===== src/rtl/core/aasp_pkg.sv =====
// Shared constants and the quarter-sine table builder for the averaging block.
`timescale 1ns / 1ps

package aasp_pkg;

   localparam int SAMPLE_W       = 12;
   localparam int LEVEL_W        = 7;
   localparam int CMP_W          = 13;
   localparam int ENTRY_W        = 16;
   localparam int ROM_SIZE       = 101;
   localparam int LEVEL_MAX      = 100;
   localparam int LEVEL_SCALE    = 100;
   localparam int SAMPLE_MAX     = 4095;

   localparam int BLOCK_LEN_DEF  = 20;
   localparam int TIME_BASE_DEF  = 5000;
   localparam int FULL_SCALE_DEF = 4095;

   localparam longint unsigned ANGLE_NUM = 64'd314159;
   localparam longint unsigned ANGLE_DEN = 64'd20000000;
   localparam int unsigned TAYLOR_TERMS  = 40;

   function automatic logic [63:0] mul_q62(logic [63:0] a, logic [63:0] b);
      logic [127:0] p;
      p = {64'd0, a} * {64'd0, b};
      return p[125:62];
   endfunction

   // Table entry floor(time_base * sin(angle)), evaluated in Q62 fixed point.
   function automatic logic [ENTRY_W-1:0] sine_entry(int unsigned time_base,
                                                     int unsigned idx);
      logic [63:0] one_q;
      logic [63:0] q;
      logic [63:0] r;
      logic [63:0] n;
      logic [63:0] x;
      logic [63:0] x2;
      logic [63:0] sum;
      logic [63:0] term;
      logic [63:0] e;
      int unsigned k;
      one_q = 64'd1 << 62;
      q     = one_q / ANGLE_DEN;
      r     = one_q % ANGLE_DEN;
      n     = ANGLE_NUM * 64'(idx);
      x     = n * q + (n * r) / ANGLE_DEN;
      x2    = mul_q62(x, x);
      sum   = x;
      term  = x;
      for (k = 1; k < TAYLOR_TERMS; k++) begin
         if (term != 64'd0) begin
            term = mul_q62(term, x2) / 64'((2 * k) * (2 * k + 1));
            if (k[0]) begin
               sum = sum - term;
            end else begin
               sum = sum + term;
            end
         end
      end
      e = mul_q62(64'(time_base), sum);
      return e[ENTRY_W-1:0];
   endfunction

endpackage


===== src/rtl/core/adc_average_to_sine_pwm_duty_top.sv =====
// Top level: boxcar average of converter samples and quarter-sine compare values.
//
// Usage: samples enter on the req_ channel, one per transfer. Every BLOCK_LEN-th
// sample closes a block; the block's average, scaled to 0..100, addresses a
// quarter-sine table and one result leaves on the rsp_ channel with the level
// and three compare values. The other samples produce no result.
// Throughput is one sample per cycle while req_stall is low. After the transfer
// of the sample that closes its block, the result passes through a register
// for the block sum loaded at that transfer, then a reciprocal multiply, a
// back-multiply, a correction and saturation step, and the table read into
// the output register. When the receiver stalls, the output register holds its
// result and the pipeline behind it fills; samples are still taken until the
// first pipeline stage is occupied and cannot advance, and then req_stall is
// raised. Reset clears the running sum, the sample count and all valid flags.
`timescale 1ns / 1ps

module adc_average_to_sine_pwm_duty_top
   import aasp_pkg::*;
#(
   parameter int BLOCK_LEN  = BLOCK_LEN_DEF,
   parameter int TIME_BASE  = TIME_BASE_DEF,
   parameter int FULL_SCALE = FULL_SCALE_DEF
) (
   input  logic                clock,
   input  logic                reset,
   input  logic                req_valid,
   output logic                req_stall,
   input  logic [SAMPLE_W-1:0] req_sample,
   output logic                rsp_valid,
   input  logic                rsp_stall,
   output logic [LEVEL_W-1:0]  rsp_level_index,
   output logic [CMP_W-1:0]    rsp_compare_inverted,
   output logic [CMP_W-1:0]    rsp_compare_direct,
   output logic [CMP_W-1:0]    rsp_compare_folded
);

   localparam int SUM_W   = $clog2(BLOCK_LEN * SAMPLE_MAX + 1);
   localparam int CNT_W   = (BLOCK_LEN > 1) ? $clog2(BLOCK_LEN) : 1;
   localparam int DIVISOR = FULL_SCALE * BLOCK_LEN;
   localparam int NUM_W   = $clog2(LEVEL_SCALE * BLOCK_LEN * SAMPLE_MAX + 1);
   localparam int SHIFT   = SUM_W;
   localparam longint unsigned RECIP = (64'(LEVEL_SCALE) << SHIFT) / 64'(DIVISOR);
   localparam int Q_W     = $clog2((LEVEL_SCALE * SAMPLE_MAX) / FULL_SCALE + 2);
   localparam int PROD_W  = SHIFT + Q_W;

   logic [ENTRY_W-1:0] sine_rom [ROM_SIZE];

   for (genvar i = 0; i < ROM_SIZE; i++) begin : g_rom
      assign sine_rom[i] = sine_entry(TIME_BASE, i);
   end

   logic [SUM_W-1:0]   sum_ff, sum_in;
   logic [CNT_W-1:0]   count_ff, count_in;
   logic               v1_ff, v1_in, v2_ff, v2_in, v3_ff, v3_in, v4_ff, v4_in;
   logic [SUM_W-1:0]   total_ff, total_in;
   logic [PROD_W-1:0]  prod_ff, prod_in;
   logic [NUM_W-1:0]   t100_ff, t100_in, t100b_ff;
   logic [Q_W-1:0]     q0_ff, q0_in;
   logic [NUM_W-1:0]   qd_ff, qd_in;
   logic [LEVEL_W-1:0] level_ff, level_in;
   logic               rsp_valid_ff, rsp_valid_in;
   logic [LEVEL_W-1:0] rsp_level_ff;
   logic [CMP_W-1:0]   rsp_inv_ff, rsp_inv_in, rsp_dir_ff, rsp_dir_in;
   logic [CMP_W-1:0]   rsp_fold_ff, rsp_fold_in;

   logic               rsp_free, rdy1, rdy2, rdy3, rdy4, accept, last;
   logic [SUM_W-1:0]   total;
   logic [NUM_W-1:0]   rem;
   logic [Q_W-1:0]     q;
   logic [ENTRY_W-1:0] entry;
   logic [ENTRY_W:0]   twice, tb_ext;
   logic [ENTRY_W-1:0] inverted;
   logic [ENTRY_W:0]   folded;

   assign rsp_free  = !rsp_valid_ff || !rsp_stall;
   assign rdy4      = !v4_ff || rsp_free;
   assign rdy3      = !v3_ff || rdy4;
   assign rdy2      = !v2_ff || rdy3;
   assign rdy1      = !v1_ff || rdy2;
   assign req_stall = !rdy1;
   assign accept    = req_valid && rdy1;
   assign last      = count_ff == CNT_W'(BLOCK_LEN - 1);

   always_comb begin
      total    = sum_ff + SUM_W'(req_sample);
      sum_in   = sum_ff;
      count_in = count_ff;
      total_in = total_ff;
      if (accept) begin
         if (last) begin
            sum_in   = '0;
            count_in = '0;
            total_in = total;
         end else begin
            sum_in   = total;
            count_in = count_ff + CNT_W'(1);
         end
      end

      v1_in   = rdy1 ? (accept && last) : v1_ff;
      v2_in   = rdy2 ? v1_ff : v2_ff;
      v3_in   = rdy3 ? v2_ff : v3_ff;
      v4_in   = rdy4 ? v3_ff : v4_ff;

      prod_in = PROD_W'(total_ff) * PROD_W'(RECIP);
      t100_in = NUM_W'(total_ff) * NUM_W'(LEVEL_SCALE);

      q0_in   = prod_ff[PROD_W-1:SHIFT];
      qd_in   = NUM_W'(q0_in) * NUM_W'(DIVISOR);

      rem     = t100b_ff - qd_ff;
      q       = q0_ff + Q_W'(rem >= NUM_W'(DIVISOR));
      if (q > Q_W'(LEVEL_MAX)) begin
         level_in = LEVEL_W'(LEVEL_MAX);
      end else begin
         level_in = q[LEVEL_W-1:0];
      end

      entry       = sine_rom[level_ff];
      inverted    = ENTRY_W'(TIME_BASE) - entry;
      twice       = {entry, 1'b0};
      tb_ext      = (ENTRY_W + 1)'(TIME_BASE);
      folded      = (twice > tb_ext) ? (twice - tb_ext) : (tb_ext - twice);
      rsp_inv_in  = inverted[CMP_W-1:0];
      rsp_dir_in  = entry[CMP_W-1:0];
      rsp_fold_in = folded[CMP_W-1:0];

      rsp_valid_in = rsp_free ? v4_ff : rsp_valid_ff;
   end

   always_ff @(posedge clock) begin
      if (reset) begin
         sum_ff       <= '0;
         count_ff     <= '0;
         v1_ff        <= 1'b0;
         v2_ff        <= 1'b0;
         v3_ff        <= 1'b0;
         v4_ff        <= 1'b0;
         rsp_valid_ff <= 1'b0;
      end else begin
         sum_ff       <= sum_in;
         count_ff     <= count_in;
         v1_ff        <= v1_in;
         v2_ff        <= v2_in;
         v3_ff        <= v3_in;
         v4_ff        <= v4_in;
         rsp_valid_ff <= rsp_valid_in;
      end
   end

   always_ff @(posedge clock) begin
      total_ff <= total_in;
      if (rdy2) begin
         prod_ff <= prod_in;
         t100_ff <= t100_in;
      end
      if (rdy3) begin
         q0_ff    <= q0_in;
         qd_ff    <= qd_in;
         t100b_ff <= t100_ff;
      end
      if (rdy4) begin
         level_ff <= level_in;
      end
      if (rsp_free && v4_ff) begin
         rsp_level_ff <= level_ff;
         rsp_inv_ff   <= rsp_inv_in;
         rsp_dir_ff   <= rsp_dir_in;
         rsp_fold_ff  <= rsp_fold_in;
      end
   end

   assign rsp_valid            = rsp_valid_ff;
   assign rsp_level_index      = rsp_level_ff;
   assign rsp_compare_inverted = rsp_inv_ff;
   assign rsp_compare_direct   = rsp_dir_ff;
   assign rsp_compare_folded   = rsp_fold_ff;

`ifndef SYNTHESIS
   a_count_range: assert property (@(posedge clock) disable iff (reset)
      (CNT_W + 1)'(count_ff) < (CNT_W + 1)'(BLOCK_LEN))
      else $error("sample count passed the block length");

   a_stall_needs_full: assert property (@(posedge clock) disable iff (reset)
      req_stall |-> v1_ff)
      else $error("input stalled with an empty first stage");

   a_single_correction: assert property (@(posedge clock) disable iff (reset)
      v3_ff |-> ((NUM_W + 1)'(rem) < (NUM_W + 1)'(2 * DIVISOR)))
      else $error("reciprocal estimate off by more than one");

   a_level_range: assert property (@(posedge clock) disable iff (reset)
      rsp_valid_ff |-> (rsp_level_ff <= LEVEL_W'(LEVEL_MAX)))
      else $error("level index above table range");

   a_compare_sum: assert property (@(posedge clock) disable iff (reset)
      rsp_valid_ff |-> (CMP_W'(rsp_inv_ff + rsp_dir_ff) == CMP_W'(TIME_BASE)))
      else $error("inverted and direct compare values do not sum to the period");
`endif

endmodule

===== config.mk =====
export PLATFORM = sky130hd
export DESIGN_NAME = adc_average_to_sine_pwm_duty_top
export DESIGN_NICKNAME = d
export VERILOG_FILES = /design/src/rtl/core/aasp_pkg.sv /design/src/rtl/core/adc_average_to_sine_pwm_duty_top.sv
export SDC_FILE = /design/constraint.sdc
export NUM_CORES = 1
export LEC_CHECK = 0
export BUFFER_PORTS_ARGS = -buffer_cell sky130_fd_sc_hd__buf_2
export CAP_MARGIN = 5
export CORE_MARGIN = 3
export CORE_UTILIZATION = 63
export DETAILED_ROUTE_END_ITERATION = 8
export GPL_ROUTABILITY_DRIVEN = 0
export PLACE_DENSITY_LB_ADDON = 0.05
export SYNTH_ARGS = -nofsm -noshare
export SYNTH_HDL_FRONTEND = slang
export SYNTH_SLANG_ARGS = --single-unit

===== constraint.sdc =====
create_clock -name clock -period 11.7 [get_ports clock]
set_input_delay 2.34 -clock clock [delete_from_list [all_inputs] [get_ports clock]]
set_output_delay 2.34 -clock clock [all_outputs]
set_load 0.05 [all_outputs]

Yosys cells after proc, flatten, opt, wreduce, memory -nomap -nowiden
Memory sizes are Yosys's and may differ from the RTL's. Cells that the tools add are included.

Bits in registers: 186. Memory bits (read-only): 2048. Bits of input ports: 16. Output and inout bits: 48. Memories kept: 1.

$add $sub $neg: 7. Multiply operators: 3. Order comparisons: 4. Equality and inequality tests: 1. Multiplexer cells: 5. Bitwise operators: 1. Reductions and logical operators: 16.

Memory list: (no name shown) (words 128, bits a word 16, rd ports 1, clocked after memory_dff 0, write ports 0, RTL line adc_average_to_sine_pwm_duty_top.sv:119) `entry = sine_rom[level_ff];`.

Operators by type and width (count): 2-to-1 mux 16 bit (2); subtractor 13 bit (first input constant) (2); >= comparator 23 x 17 -> 1 bit (second input constant) (1); subtractor 23 bit (1); multiplier 17 x 5 -> 21 bit (second input constant) (1); multiplier 7 x 15 -> 21 bit (second input constant) (1); multiplier 17 x 3 -> 19 bit (second input constant) (1); adder 17 x 12 -> 17 bit (1); greater-than comparator 17 x 13 -> 1 bit (second input constant) (1); 2-to-1 mux 17 bit (1); 2-to-1 mux 13 bit (1); subtractor 13 bit (second input constant) (1); >= comparator 8 bit (second input constant) (1); NOT 7 -> 8 bit (1); adder 7 x 1 -> 7 bit (1); greater-than comparator 7 bit (second input constant) (1); zero test 1 bit (7); adder 5 x 1 -> 5 bit (second input constant) (1); equality test 5 bit (second input constant) (1); logical OR 1 bit (5); 2-to-1 mux 5 bit (1); logical AND 1 bit (3); AND reduction 2 bit (1).

Logic depth before layout (Yosys ltp)
Depth in word-level cells: 8. Gate-level depth with buffers: 22. Gate-level depth less buffers: 22.

Least setup slack after synthesis
No wires, ideal clock.

Path kind: input to register. Start point: in rsp_stall. End point: reg rsp_dir_ff[10], in the netlist rsp_compare_direct[10] (enable). Arrival: 5.505 ns. Slack: 5.686 ns. Cell stages on the path: 1. Path buffers: 0. Cells stage by stage: a21boi_0.

Longest elaborated chain between the ends: 3.

Ends and longest elaborated chain: from (decl) (RTL line adc_average_to_sine_pwm_duty_top.sv:30) `input logic rsp_stall,`; zero test 1 bit (RTL line adc_average_to_sine_pwm_duty_top.sv:75) `assign rsp_free = !rsp_valid_ff || !rsp_stall;`; logical OR 1 bit (RTL line adc_average_to_sine_pwm_duty_top.sv:75); logical AND 1 bit (RTL line adc_average_to_sine_pwm_duty_top.sv:165) `if (rsp_free && v4_ff) begin`; to (signal assigned) (RTL line adc_average_to_sine_pwm_duty_top.sv:168) `rsp_dir_ff <= rsp_dir_in;`; to (decl) (RTL line adc_average_to_sine_pwm_duty_top.sv:63) `logic [CMP_W-1:0] rsp_inv_ff, rsp_inv_in, rsp_dir_ff, rsp_dir_in;`.

No other way between the ends. A chain may end at the register's enable or synchronous reset.

Worst setup path after layout
Start point: reg prod_ff[18]. End point: reg qd_ff[21] (data pin).

Longest elaborated chain between the ends: 1.

Ends and longest elaborated chain: from (decl) (RTL line adc_average_to_sine_pwm_duty_top.sv:56) `logic [PROD_W-1:0] prod_ff, prod_in;`; from (signal assigned) (RTL line adc_average_to_sine_pwm_duty_top.sv:154) `prod_ff <= prod_in;`; multiplier 7 x 15 -> 21 bit (RTL line adc_average_to_sine_pwm_duty_top.sv:109) `qd_in = NUM_W'(q0_in) * NUM_W'(DIVISOR);`; net qd_in[21] (RTL line adc_average_to_sine_pwm_duty_top.sv:59) `logic [NUM_W-1:0] qd_ff, qd_in;`; to (signal assigned) (RTL line adc_average_to_sine_pwm_duty_top.sv:159) `qd_ff <= qd_in;`; to (decl) (RTL line adc_average_to_sine_pwm_duty_top.sv:59).

The timed path passes the listed nets, and every way through them passes these cells.

==> impl_metrics.py <==
metrics = {
    "layout": {
        "finalInstanceArea_um2": 14300,
        "fin_util": 0.702,
        "final_cells": 1624,
        "syn_to_final_growth_pct": 8.50,
        "drive_gt1_frac": 0.0975,
        "fin_nets": 1575,
        "diodes": 0,
        "multi_input_area_um2": 7610,
        "num-fill-cells": 1653,
        "ff_latch_area_um2": 4830,
    },
    "sta": {
        "finalSetupViolCount": 0,
        "hold_viol_final": 0,
        "fin_tns_setup_ns": 0,
        "hold_slack_ns": 0.421,
        "fin_ws_ns": 6.07,
        "period_share": 0.481,
        "rsz0062_at_grt": "false",
        "fin_worst_skew_ns": 0.0101,
        "drv_slew": 0,
        "period_needed_ns": 5.63,
        "max_freq_ghz": 0.178,
        "worst_pin_slew_ns": 1.25,
        "slew_headroom": 0.154,
    },
    "floorplan": {
        "core_um2": 20400,
        "die_w_um": 151,
        "die_h_um": 151,
        "start_util": 0.647,
        "io_pins": 64,
        "row_count": 52,
        "dieArea_um2": 22700,
    },
    "pwr": {
        "p_seq_frac": 0.509,
        "clkPwrFrac": 0.440,
        "swShare": 0.236,
        "p_int_mw": 0.990,
        "p_comb_frac": 0.051,
        "switching_power_mw": 0.306,
        "p_leak_nw": 6.31,
        "max-vdd-ir-drop_v": 0.0000947,
        "p_total_mw": 1.30,
        "powerDensity_nw_per_um2": 90.4,
    },
    "setup_path": {
        "worst_path_largest_cell_delay_ns": 0.63,
        "crit_chain": "inv_1 > fa_1 > inv_1 > fa_1 > inv_1 > fa_1 > inv_1 > fa_1 > ha_1 > a21o_1 > nand2_1 > o21ai_1 > o41ai_1 > o21ai_0 > or4_1 > a41o_1 > a21oi_1 > xnor2_1",
        "required_ns": 11.88,
        "cp-start-kind": "flop",
        "cp_max_fo": 6,
        "critPathKind": "flop to flop",
        "slowest_stage": "fa_1",
        "critPathArrivalTime_ns": 5.81,
        "endpoint_kind": "flop",
    },
    "synthesis": {
        "synth_top_cell_by_area": "edfxtp_1",
        "synth_edf_count": 143,
        "yosysSeqAreaShare": 0.366,
        "ys_types": 80,
        "syn_area_um2": 13200,
        "ys_ff_latch": 170,
        "synth_nets": 1523,
        "netlist_top_cells_area": "edfxtp_1 (32%), ha_1 (17%), fa_1 (6.5%), xnor2_1 (4.8%), inv_1 (4.3%)",
        "yosysTopAreaCellShare": 0.325,
        "yosys_most_used_dff": "edfxtp_1",
        "synthArstFlopShare": 0,
        "syn_avg_cell_area_um2": 10.3,
        "synth_cells": 1289,
        "ys_warn_count": 0,
    },
    "clocking": {
        "clockBufferDepth": 2,
        "cts_tree": "built",
        "clock_latency_ns": 0.43,
        "root_buffer": "clkbuf_16",
        "path_clk_slew_ns": 0.07,
        "cts_setup_buffers": 0,
        "h-tree-depth": 4,
        "cts_made_buffers": 17,
        "cts_resized": 0,
        "cts-hold-fix-buffers": 0,
        "cts_sinks": 170,
    },
    "detailed_routing": {
        "ant_nets": 0,
        "first_pass_iters": 5,
        "viasPerCell": 5.95,
        "routed_wl_um": 27600,
        "drtIter0Drc": 790,
        "post_drt_wl_per_cell_um": 17.0,
        "drcViolationCount": 0,
        "num_vias": 9667,
    },
    "global_routing": {
        "met1_usage": 0.350,
        "antenna_found_initial": 0,
        "grt_most_used_layer": "met2",
        "grt_util_met3": 0.0461,
        "grtUsageTotal": 0.250,
        "grt_pass1_vias": 9220,
        "grt_overflow_total": 0,
        "grt_max_degree": 52,
        "grt_pass1_wl_um": 45400,
        "grt_util_met2": 0.403,
    },
    "run": {
        "cap_violations": 0,
    },
    "placed_design": {
        "port_buffers": 62,
        "pre_cts_slack_ns": 6.09,
        "dp.cells": 1592,
        "placed_area_um2": 13700,
        "hpwl_um": 20800,
    },
    "run_status": {
        "outcome": "finished clean",
    },
    "min_path": {
        "hold_class": "flop to flop",
    },
}
-- cell type report --
class,instances,area share
clock buffers,17,0.0297
repair buffers,71,0.0264
flip-flops and latches,170,0.337
well taps,270,0.0236
multi-input cells,928,0.531
clock inverters,15,0.0125
inverters,153,0.0401
-- path summary, 6_finish.rpt --
path               startpoint           end  slack, ns  cells after the start
setup / recovery  prod_ff[18]     qd_ff[21]       6.07                     18
hold / removal    t100_ff[21]  t100b_ff[21]       0.42                      0
setup reg to reg  prod_ff[18]     qd_ff[21]       6.07                     18
hold reg to reg   t100_ff[21]  t100b_ff[21]       0.42                      0
-- power by group through the flow --
| stage | Sequential, mW | Combinational, mW | Clock (mW) |
|---|---|---|---|
| global route | 0.660 | 0.0737 | 0.607 |
| detailed placement | 0.673 | 0.0654 | 0 |
| global placement | 0.673 | 0.0643 | 0 |
| finish | 0.660 | 0.0660 | 0.570 |
| floorplan | 0.672 | 0.0496 | 0 |
| CTS | 0.660 | 0.0657 | 0.581 |
-- metal layers --
metal  vias up  share of wire
li1       4747              -
met3        47          0.060
met1      4555           0.45
met5         -              0
met4         0          0.020
met2       318           0.47
-- registers in the layout (all words and copies together) (netlist names), 5 cells and up --
signal	count
t100_ff	21
t100b_ff	21
qd_ff	20
sum_ff	17
total_ff	17
rsp_compare_inverted	13
rsp_compare_direct	12
rsp_compare_folded	11
level_ff	7
prod_ff	7
q0_ff	7
rsp_level_index	7
count_ff	5
-- cell families after synthesis --
kind of cell	share of synthesized area
AND/OR/NAND/NOR	0.118
buffers and inverters	0.0594
AO/OA/AOI/OAI	0.146
multiplexers	0.0188
other	0.000284
flip-flops	0.366
adder cells (fa/ha/maj)	0.231
XOR/XNOR	0.0610
-- cell usage in the layout, fill, tap and decap left out, drive strengths merged, types with 10 or more instances in the layout --
cell and n:
a211oi 13, a21o 20, a21oi 84, a22oi 10
a31oi 14, and2 14, and3 13, buf 71
clkbuf 17, dfxtp 27, edfxtp 143, fa 43
ha 175, inv 161, nand2 59, nand2b 19
nand3 29, nor2 93, nor2b 20, nor3 27
o21a 14, o21ai 45, or2 11, xnor2 72
xor2 20
-- critical path, delay by kind of cell (launching register included) --
kind                     cells  cell delay, ns
AO/OA/AOI/OAI                6            1.49
adder cells (fa/ha/maj)      5            2.40
flip-flops                   1            0.50
buffers and inverters        4            0.35
XOR/XNOR                     1            0.09
AND/OR/NAND/NOR              2            0.55
-- cell usage after synthesis (27+ instances only) --
| cell | count |
|---|---|
| inv_1 | 152 |
| nand3_1 | 29 |
| a21oi_1 | 83 |
| edfxtp_1 | 143 |
| nor3_1 | 27 |
| dfxtp_1 | 27 |
| fa_1 | 43 |
| xnor2_1 | 72 |
| nor2_1 | 93 |
| ha_1 | 175 |
| o21ai_0 | 41 |
| nand2_1 | 59 |
No activity file was read; power rests on OpenSTA's default activity.
